## src/sv/mce_pkg.sv

```systemverilog
// shared types, constants and character table of the morse code encoder
package mce_pkg;

  localparam int unsigned CHAR_W = 8;
  localparam int unsigned UNITS_W = 3;
  localparam int unsigned PAT_W = 5;
  localparam int unsigned LEN_W = 3;

  localparam logic [UNITS_W-1:0] DOT_UNITS = 3'd1;
  localparam logic [UNITS_W-1:0] DASH_UNITS = 3'd3;
  localparam logic [UNITS_W-1:0] ELEM_GAP_UNITS = 3'd1;
  localparam logic [UNITS_W-1:0] LETTER_GAP_UNITS = 3'd3;
  localparam logic [UNITS_W-1:0] WORD_GAP_UNITS = 3'd4;

  localparam logic [CHAR_W-1:0] CHAR_SPACE = 8'h20;

  typedef enum logic [1:0] {
    KIND_CODE,
    KIND_SPACE,
    KIND_UNKNOWN
  } kind_t;

  // pat: first element in bit 0, 1 = dash
  typedef struct packed {
    kind_t             kind;
    logic [LEN_W-1:0]  len;
    logic [PAT_W-1:0]  pat;
  } code_t;

  typedef struct packed {
    logic               level;
    logic [UNITS_W-1:0] units;
    logic               unk;
    logic               last;
  } seg_t;

  typedef enum logic [1:0] {
    ST_IDLE,
    ST_ELEM,
    ST_WORD,
    ST_LGAP
  } st_t;

  function automatic code_t code_lookup(input logic [CHAR_W-1:0] c);
    code_t r;
    r.kind = KIND_CODE;
    r.len  = 3'd0;
    r.pat  = 5'b00000;
    case (c)
      8'h41: begin r.len = 3'd2; r.pat = 5'b00010; end // A
      8'h42: begin r.len = 3'd4; r.pat = 5'b00001; end // B
      8'h43: begin r.len = 3'd4; r.pat = 5'b00101; end // C
      8'h44: begin r.len = 3'd3; r.pat = 5'b00001; end // D
      8'h45: begin r.len = 3'd1; r.pat = 5'b00000; end // E
      8'h46: begin r.len = 3'd4; r.pat = 5'b00100; end // F
      8'h47: begin r.len = 3'd3; r.pat = 5'b00011; end // G
      8'h48: begin r.len = 3'd4; r.pat = 5'b00000; end // H
      8'h49: begin r.len = 3'd2; r.pat = 5'b00000; end // I
      8'h4A: begin r.len = 3'd4; r.pat = 5'b01110; end // J
      8'h4B: begin r.len = 3'd3; r.pat = 5'b00101; end // K
      8'h4C: begin r.len = 3'd4; r.pat = 5'b00010; end // L
      8'h4D: begin r.len = 3'd2; r.pat = 5'b00011; end // M
      8'h4E: begin r.len = 3'd2; r.pat = 5'b00001; end // N
      8'h4F: begin r.len = 3'd3; r.pat = 5'b00111; end // O
      8'h50: begin r.len = 3'd4; r.pat = 5'b00110; end // P
      8'h51: begin r.len = 3'd4; r.pat = 5'b01011; end // Q
      8'h52: begin r.len = 3'd3; r.pat = 5'b00010; end // R
      8'h53: begin r.len = 3'd3; r.pat = 5'b00000; end // S
      8'h54: begin r.len = 3'd1; r.pat = 5'b00001; end // T
      8'h55: begin r.len = 3'd3; r.pat = 5'b00100; end // U
      8'h56: begin r.len = 3'd4; r.pat = 5'b01000; end // V
      8'h57: begin r.len = 3'd3; r.pat = 5'b00110; end // W
      8'h58: begin r.len = 3'd4; r.pat = 5'b01001; end // X
      8'h59: begin r.len = 3'd4; r.pat = 5'b01101; end // Y
      8'h5A: begin r.len = 3'd4; r.pat = 5'b00011; end // Z
      8'h30: begin r.len = 3'd5; r.pat = 5'b11111; end // 0
      8'h31: begin r.len = 3'd5; r.pat = 5'b11110; end // 1
      8'h32: begin r.len = 3'd5; r.pat = 5'b11100; end // 2
      8'h33: begin r.len = 3'd5; r.pat = 5'b11000; end // 3
      8'h34: begin r.len = 3'd5; r.pat = 5'b10000; end // 4
      8'h35: begin r.len = 3'd5; r.pat = 5'b00000; end // 5
      8'h36: begin r.len = 3'd5; r.pat = 5'b00001; end // 6
      8'h37: begin r.len = 3'd5; r.pat = 5'b00011; end // 7
      8'h38: begin r.len = 3'd5; r.pat = 5'b00111; end // 8
      8'h39: begin r.len = 3'd5; r.pat = 5'b01111; end // 9
      CHAR_SPACE: begin r.kind = KIND_SPACE; end
      default: begin r.kind = KIND_UNKNOWN; end
    endcase
    return r;
  endfunction

endpackage

```

## src/sv/morse_code_encoder_unit.sv

```systemverilog
// top level of the morse code encoder: input handshake, sequencer and output register
//
// channel | dir | tdata                      | tuser            | tlast
// in_     | in  | [7:0] char_code            | -                | -
// out_    | out | [0] level, [3:1] units     | [0] unknown_char | last segment
//
// a character is loaded while the sequencer is idle, then its segments (1 to 10 segments)
// come out of the sequencer in order, set by the element count and the element shift register
// a new character is taken once the sequencer has handed over the letter gap,
// while that gap may still sit in the output register
// a stall on out_tready holds the output register and freezes the sequencer
// rst_n is synchronous and active low; it empties the sequencer and the output
module morse_code_encoder_unit (
  input  logic       clk,
  input  logic       rst_n,
  input  logic       in_tvalid,
  output logic       in_tready,
  input  logic [7:0] in_tdata,   // [7:0] char_code
  output logic       out_tvalid,
  input  logic       out_tready,
  output logic [7:0] out_tdata,  // [0] level, [3:1] units, [7:4] zero
  output logic       out_tuser,  // [0] unknown_char
  output logic       out_tlast   // final segment of the character
);

  // sequencer side
  logic          seq_idle;
  logic          seg_valid;
  logic          seg_ready;
  mce_pkg::seg_t seg;
  logic          in_acc;

  // output register
  logic          out_valid_r, out_valid_nxt;
  mce_pkg::seg_t out_seg_r, out_seg_nxt;

  assign in_tready = seq_idle;
  assign in_acc    = in_tvalid && seq_idle;

  mce_seq u_seq (
    .clk       (clk),
    .rst_n     (rst_n),
    .load      (in_acc),
    .load_char (in_tdata),
    .idle      (seq_idle),
    .seg_valid (seg_valid),
    .seg_ready (seg_ready),
    .seg       (seg)
  );

  // the output register takes a new segment when empty or being drained
  assign seg_ready = !out_valid_r || out_tready;

  always_comb begin
    out_valid_nxt = out_valid_r;
    out_seg_nxt   = out_seg_r;
    if (seg_ready) begin
      out_valid_nxt = seg_valid;
      out_seg_nxt   = seg;
    end
  end

  always_ff @(posedge clk) begin
    if (!rst_n) begin
      out_valid_r <= 1'b0;
    end else begin
      out_valid_r <= out_valid_nxt;
    end
  end

  always_ff @(posedge clk) begin
    out_seg_r <= out_seg_nxt;
  end

  assign out_tvalid = out_valid_r;
  assign out_tdata  = {4'b0000, out_seg_r.units, out_seg_r.level};
  assign out_tuser  = out_seg_r.unk;
  assign out_tlast  = out_seg_r.last;

  a_one_char_at_a_time: assert property (@(posedge clk) disable iff (!rst_n)
    in_tvalid && in_tready |=> !in_tready)
    else $error("second character taken while one is in progress");

  a_unknown_only_gap: assert property (@(posedge clk) disable iff (!rst_n)
    out_tvalid && out_tuser |-> out_tlast && out_tdata[0] == 1'b0)
    else $error("unknown character produced a keyed segment");

  a_level_units: assert property (@(posedge clk) disable iff (!rst_n)
    out_tvalid && out_tdata[0] |->
      out_tdata[3:1] == mce_pkg::DOT_UNITS || out_tdata[3:1] == mce_pkg::DASH_UNITS)
    else $error("keyed segment with a length other than dot or dash");

endmodule

```

## src/sv/mce_seq.sv

```systemverilog
// segment sequencer: shifts the element pattern out one element per segment
module mce_seq (
  input  logic                        clk,
  input  logic                        rst_n,
  input  logic                        load,
  input  logic [mce_pkg::CHAR_W-1:0]  load_char,
  output logic                        idle,
  output logic                        seg_valid,
  input  logic                        seg_ready,
  output mce_pkg::seg_t               seg
);

  mce_pkg::st_t                     state_r, state_nxt;
  logic [mce_pkg::PAT_W-1:0]        pat_r, pat_nxt;
  logic [mce_pkg::LEN_W-1:0]        cnt_r, cnt_nxt;
  logic                             gap_r, gap_nxt;
  logic                             unk_r, unk_nxt;
  mce_pkg::code_t                   code;

  assign code = mce_pkg::code_lookup(load_char);

  always_ff @(posedge clk) begin
    if (!rst_n) begin
      state_r <= mce_pkg::ST_IDLE;
      cnt_r   <= '0;
      gap_r   <= 1'b0;
      unk_r   <= 1'b0;
    end else begin
      state_r <= state_nxt;
      cnt_r   <= cnt_nxt;
      gap_r   <= gap_nxt;
      unk_r   <= unk_nxt;
    end
  end

  always_ff @(posedge clk) begin
    pat_r <= pat_nxt;
  end

  always_comb begin
    state_nxt = state_r;
    pat_nxt   = pat_r;
    cnt_nxt   = cnt_r;
    gap_nxt   = gap_r;
    unk_nxt   = unk_r;
    idle      = 1'b0;
    seg_valid = 1'b0;
    seg       = '0;
    case (state_r)
      mce_pkg::ST_IDLE: begin
        idle = 1'b1;
        if (load) begin
          pat_nxt = code.pat;
          cnt_nxt = code.len;
          gap_nxt = 1'b0;
          unk_nxt = 1'b0;
          case (code.kind)
            mce_pkg::KIND_CODE:  state_nxt = mce_pkg::ST_ELEM;
            mce_pkg::KIND_SPACE: state_nxt = mce_pkg::ST_WORD;
            default: begin
              state_nxt = mce_pkg::ST_LGAP;
              unk_nxt   = 1'b1;
            end
          endcase
        end
      end
      mce_pkg::ST_ELEM: begin
        seg_valid = 1'b1;
        if (gap_r) begin
          seg.units = mce_pkg::ELEM_GAP_UNITS;
        end else begin
          seg.level = 1'b1;
          seg.units = pat_r[0] ? mce_pkg::DASH_UNITS : mce_pkg::DOT_UNITS;
        end
        if (seg_ready) begin
          if (gap_r) begin
            gap_nxt = 1'b0;
          end else begin
            pat_nxt = {1'b0, pat_r[mce_pkg::PAT_W-1:1]};
            cnt_nxt = cnt_r - 3'd1;
            if (cnt_r == 3'd1) begin
              state_nxt = mce_pkg::ST_LGAP;
            end else begin
              gap_nxt = 1'b1;
            end
          end
        end
      end
      mce_pkg::ST_WORD: begin
        seg_valid = 1'b1;
        seg.units = mce_pkg::WORD_GAP_UNITS;
        if (seg_ready) begin
          state_nxt = mce_pkg::ST_LGAP;
        end
      end
      mce_pkg::ST_LGAP: begin
        seg_valid = 1'b1;
        seg.units = mce_pkg::LETTER_GAP_UNITS;
        seg.unk   = unk_r;
        seg.last  = 1'b1;
        if (seg_ready) begin
          state_nxt = mce_pkg::ST_IDLE;
        end
      end
      default: begin
        state_nxt = mce_pkg::ST_IDLE;
      end
    endcase
  end

  a_elem_cnt: assert property (@(posedge clk) disable iff (!rst_n)
    state_r == mce_pkg::ST_ELEM |-> cnt_r != 3'd0)
    else $error("element state with no elements left");

  a_last_is_gap: assert property (@(posedge clk) disable iff (!rst_n)
    seg_valid && seg.last |-> !seg.level && seg.units == mce_pkg::LETTER_GAP_UNITS)
    else $error("final segment is not the letter gap");

  a_unknown_load: assert property (@(posedge clk) disable iff (!rst_n)
    idle && load && code.kind == mce_pkg::KIND_UNKNOWN
      |=> state_r == mce_pkg::ST_LGAP && unk_r)
    else $error("unknown character did not go straight to letter gap");

endmodule

```

## config.mk

```make
export PLATFORM = sky130hd
export DESIGN_NAME = morse_code_encoder_unit
export DESIGN_NICKNAME = d
export VERILOG_FILES = /design/src/sv/mce_pkg.sv /design/src/sv/morse_code_encoder_unit.sv /design/src/sv/mce_seq.sv
export SDC_FILE = /design/constraint.sdc
export NUM_CORES = 1
export LEC_CHECK = 0
export ABC_AREA = 1
export BUFFER_PORTS_ARGS = -buffer_cell sky130_fd_sc_hd__clkbuf_2
export CORE_MARGIN = 8
export CORE_UTILIZATION = 51
export DETAILED_ROUTE_END_ITERATION = 10
export PLACE_DENSITY = 0.73
export SLEW_MARGIN = 20
export SYNTH_ARGS = -nofsm -noshare
export SYNTH_HDL_FRONTEND = slang
export SYNTH_SLANG_ARGS = --single-unit
```

## constraint.sdc

```tcl
create_clock -name clk -period 1.8 [get_ports clk]
set_input_delay 0.09 -clock clk [delete_from_list [all_inputs] [get_ports clk]]
set_output_delay 0.09 -clock clk [all_outputs]
set_load 0.02 [all_outputs]
```

Yosys cells after proc, flatten, opt, wreduce, memory -nomap -nowiden:

Index checks and enable logic that the tools add are counted.

* output and inout bits: 12
* bits in read-only memories: 0
* memory bits (writable): 0
* input port bits: 12
* word-level logic and storage cells: 103
* register bits: 19
* latch bits: 0
* memories: 0

* $mul: 0
* shift-type cells: 0
* multiplexer cells: 31
* add/sub/neg operators: 1
* reductions and logical operators: 13
* magnitude comparators: 0
* bitwise operators: 0
* eq/ne operators: 48
* div/mod/pow operators: 0

Operator list (count)
* case mux 8 bit (36 select lines): 1
* == test 8 x 7 -> 1 bit, second input constant: 26
* == test 8 x 6 -> 1 bit, second input constant: 11
* OR reduction 36 bit: 1
* two-way mux 5 bit: 3
* two-way mux 2 bit: 7
* two-way mux 3 bit: 4
* inequality test 2 bit, second input constant: 5
* case mux 5 bit (2 select lines): 1
* two-way mux 1 bit: 9
* case mux 3 bit (3 select lines): 1
* case mux 2 bit (2 select lines): 2
* case mux 2 bit (4 select lines): 1
* case mux 3 bit (2 select lines): 1
* AND reduction 6 bit: 1
* == test 2 x 1 -> 1 bit, second input constant: 2
* == test 2 bit, second input constant: 2
* zero test 2 bit: 2
* AND reduction 4 bit: 1
* == test 3 x 1 -> 1 bit, second input constant: 1
* AND reduction 3 bit: 1
* OR reduction 3 bit: 1
* subtractor 3 x 1 -> 3 bit, second input constant: 1
* inequality test 2 x 1 -> 1 bit, second input constant: 1
* 7 further kinds: 7

Depth between registers and ports, before layout:

* depth in word-level cells: 7
* depth in mapped cells: 14
* gate-level depth less buffers: 14

Modules after synthesis:

Synthesis repeated with hierarchy kept, for this count alone.

* cells, all modules: 250
* area total of the unflattened synthesis: 1607.8 µm²

Modules (own cells, without submodules)
* mce_seq: seq. area each 290.3 µm², area an instance 1340.0 µm², cells an instance 231, times used 1
* morse_code_encoder_unit: seq. area each 200.2 µm², area an instance 267.8 µm², cells an instance 19, times used 1

Least setup slack after synthesis:

Ideal clock, no wire load.

* kind: reg2reg
* start: register u_seq.state_r[0]
* end: register u_seq.cnt_r[0] (netlist name)
* stages on the path, launching flop included: 11
* library setup time: 119 ps
* path buffers: 0
* required time: 1681 ps
* slack: -96 ps
* clock period less this slack: 1896 ps
* data arrival time: 1777 ps
* cells stage by stage: dfxtp_1 -> inv_1 -> ha_1 -> inv_1 -> o21ai_0 -> inv_1 -> o21ai_0 -> nor2_1 -> inv_1 -> a21oi_1 -> a21oi_1

* word-level cells in the longest chain between the ends: 5
* elaborated cells on any way between the ends: 10
* those cells by class: 4 x eq/ne; 2 x mux; 4 x reduce/logical

RTL lines
* start, declared: RTL line mce_seq.sv:13 `mce_pkg::st_t state_r, state_nxt;`
* start signal, assigned: RTL line mce_seq.sv:24 `state_r <= mce_pkg::ST_IDLE;`
* start signal, assigned: RTL line mce_seq.sv:29 `state_r <= state_nxt;`
* zero test 2 bit: RTL line mce_seq.sv:49 `case (state_r)`
* two-way mux 1 bit: RTL line mce_seq.sv:49
* named net in_tready: RTL line morse_code_encoder_unit.sv:17 `output logic in_tready,`
* logical AND 1 bit: RTL line morse_code_encoder_unit.sv:38 `assign in_acc = in_tvalid && seq_idle;`
* inequality test 2 bit (no line)
* AND reduction 4 bit (no line)
* end signal, assigned: RTL line mce_seq.sv:30 `cnt_r <= cnt_nxt;`
* end, declared: RTL line mce_seq.sv:15 `logic [mce_pkg::LEN_W-1:0] cnt_r, cnt_nxt;`

The timed path passes the listed nets, and every way through them passes these cells.
A chain may end at the register's enable or synchronous reset.

Worst setup path in the final report:

* start: register u_seq.state_r[0]
* end: register u_seq.cnt_r[0] (netlist name)

* word-level cells in the longest chain between the ends: 5
* elaborated cells on any way between the ends: 10
* those cells by class: 4 x eq/ne; 2 x mux; 4 x reduce/logical

RTL lines (RTL line)
* zero test 2 bit: mce_seq.sv:49
* two-way mux 1 bit: mce_seq.sv:49
* logical AND 1 bit: morse_code_encoder_unit.sv:38
* inequality test 2 bit (no line)
* AND reduction 4 bit (no line)

Parallel ways exist; a longest one is shown, timed or not.

==> metrics.txt <==
Slowest-stage cell, CP dfxtp_2; clock skew around 0.0036 ns; Worst VDD drop about 430 uV; Non-Filler Instances 318; final WL 3760 um; DIE WIDTH 72.2 um; worst path arrival time roughly 1.8 ns; count of final hold-check violations 0; top post-synthesis cells by area edfxtp_1 (20%), nand2_1 (14%), dfxtp_1 (9.9%); fin nets around 290; Startpoint Class flip-flop; Layout fillers 284; MaxCap Viol Count 0; GRT overflow 0; Synth Warn # 0; Fmax just over 600 MHz; I/O pins 24; worst r2r path cells 10; largest net degree at the start of global routing 12; vias in the first global route 1,472; initial antenna violation count 0; Static Leak 0.919 nW; Initial Utilization roughly 53%; Worst Path Max Fanout 6; reg2reg start u_seq.state_r[0]; Reg2Reg Setup Slack 0.18 ns; worst hold slack between 0.06 and 0.07 ns; pwr/cell area 1060 nW/um^2; Synth top area share 20.5%; Die Area 5220 um^2; Hold Crit Class in -> reg; critical path's largest stage delay 0.35 ns; total core area roughly 3000 um^2; Mean Syn Cell Area between 6 and 7 um^2; sequential fraction of the synthesis area between 30% and 40%; CTS clock-pin slew for the worst setup and hold paths about 0.11 ns; layout overhead on the synthesized area 12.2%; Final Setup Violations 0; placed instance count between 300 and 400; ANT cells 0; drt first-iter violations 109; post-detailed-route count of antenna-violating nets 0; CTS tree done; Worst-Skew Late Latency 0.30 ns; DRC violation count after routing 0; total CTS buffers 3; via count roughly 1,600; EDFF count, synth 11; Mapped Cells 250; Worst setup EP type flip-flop; number of synthesized register bits 19; WL per Instance around 12 um; Final period util 90.0%; crit-path cells inv_2 > ha_4 > inv_1 > o21ai_1 > inv_1 > o21ai_0 > nor2_2 > buf_4 > o21ai_0 > a21oi_1; PortBufs 19; Crit Path Class reg -> reg; cell taking the most area after synthesis edfxtp_1; clock buffer depth 2; drt first pass iters 4; DR vias/cell 5.09; status finished clean; ys async rst share 0%; H-tree levels 1; Post-synth top flop edfxtp_1; CTS root buf clkbuf_4; worst hold path depth 3; first-pass GRT wire length ~6300 um; post-CTS setup buffer count 0; layout cells sized above 1 between 20% and 30%; post-DP HPWL 3130 um; CTS sink cnt 19; synthesized area 1610 um^2; CP required 1.99 ns; final slew viol count 0; die height 72.2 um; timing startpoint of the critical path u_seq.state_r[0]; Final min period 1.62 ns; total track usage 14.9%; Synth cell types 27; routability congestion estimate from global placement 0.954; worst hold path startpoint rst_n; row count 20
area by class of cell:
cell class	instances	area (um^2)	share of cell area (%)
Multi-Input combinational cell	189	966	53.4
Sequential cell	19	493	27.2
Inverter	40	150	8.30
Timing Repair Buffer	22	118	6.50
Tap cell	44	55.1	3.04
Clock buffer	3	22.5	1.24
Clock inverter	1	5.00	0.277
metrics by stage:
stage / setup slack (ns) / area, um^2 / setup TNS, ns / power [mW] / util [%]
5_1_grt: -0.000596 / 1810 / -0.000596 / 2.09 / 59.8
2_1_floorplan: 0.0190 / 1630 / 0 / 1.39 / -
4_1_cts: 0.00327 / 1790 / 0 / 1.89 / 59.2
6_report: 0.180 / 1810 / 0 / 1.91 / 59.8
3_3_place_gp: 0.128 / 1760 / 0 / 1.67 / 58.3
3_5_place_dp: 0.0594 / 1760 / 0 / 1.67 / 58.3
timing repair:
| item | 4_1_cts | 5_1_grt |
|---|---|---|
| endpoints found under the setup margin | 0 | 9 |
| resized for setup | 0 | 8 |
| hold buffers | 0 | 0 |
cell families (layout without fill, tap and decap cells):
kind of cell | count (synthesis) | count (layout) | share of synthesized area (%)
AOI/OAI and AO/OA | 41 | 41 | 13.4
adders and majority gates | 7 | 7 | 5.43
buffers and inverters | 45 | 66 | 11.5
DFF | 19 | 19 | 30.4
other | 1 | 4 | 0.233
and+or+nand+nor | 137 | 137 | 39.0
path summary, 6_finish.rpt:
check	to
min	u_seq.state_r[0]
max	u_seq.cnt_r[0]
max reg2reg	u_seq.cnt_r[0]
min reg2reg	u_seq.unk_r
power by group:
part	internal (mW)	leakage [nW]	total (mW)	switching [mW]
combinational	0.331	0.715	0.932	0.601
sequential	0.686	0.186	0.769	0.0830
clock	0.0828	0.0177	0.212	0.129
total	1.10	0.919	1.91	0.814
flip-flops by register name, summed over array words and instances (netlist names):
register,cells
out_tdata,4
out_tlast,1
out_tuser,1
out_tvalid,1
u_seq.cnt_r,3
u_seq.gap_r,1
u_seq.pat_r,5
u_seq.state_r,2
u_seq.unk_r,1
critical path, delay by kind of cell (launching register included):
family / cells / cell delay (ns)
and+or+nand+nor: 1 / 0.10
AOI/OAI and AO/OA: 4 / 0.53
adders and majority gates: 1 / 0.17
DFF: 1 / 0.35
buffers and inverters: 4 / 0.37
cell usage after synthesis, drive strengths merged (4+ instances only):
cell type	count
nor3	4
dfxtp	8
nand3	10
nor2	47
edfxtp	11
o21ai	17
buf	5
nand2	72
a21oi	18
ha	7
inv	39
placed cells by master, fill, tap and decap left out, types with 8 or more instances in the layout:
cell type | Yosys | layout
nand2_1 | 61 | 61
nor2_1 | 35 | 34
inv_1 | 32 | 30
clkbuf_2 | 0 | 19
a21oi_1 | 18 | 18
o21ai_0 | 14 | 13
nor2_2 | 10 | 11
edfxtp_1 | 11 | 11
inv_2 | 7 | 9
nand3_1 | 9 | 9
nand2_2 | 8 | 8
metal layers:
layer / track usage (%) / vias up / wire length [um] / part of all wire [%]
met5: 0 / - / 0 / 0
met4: 5.67 / 0 / 70 / 1.9
met3: 2.07 / 7 / 200 / 5.3
met2: 24.3 / 52 / 1740 / 46
met1: 19.4 / 723 / 1760 / 47
li1: - / 838 / - / -
Power figures use the tool's default switching activity.
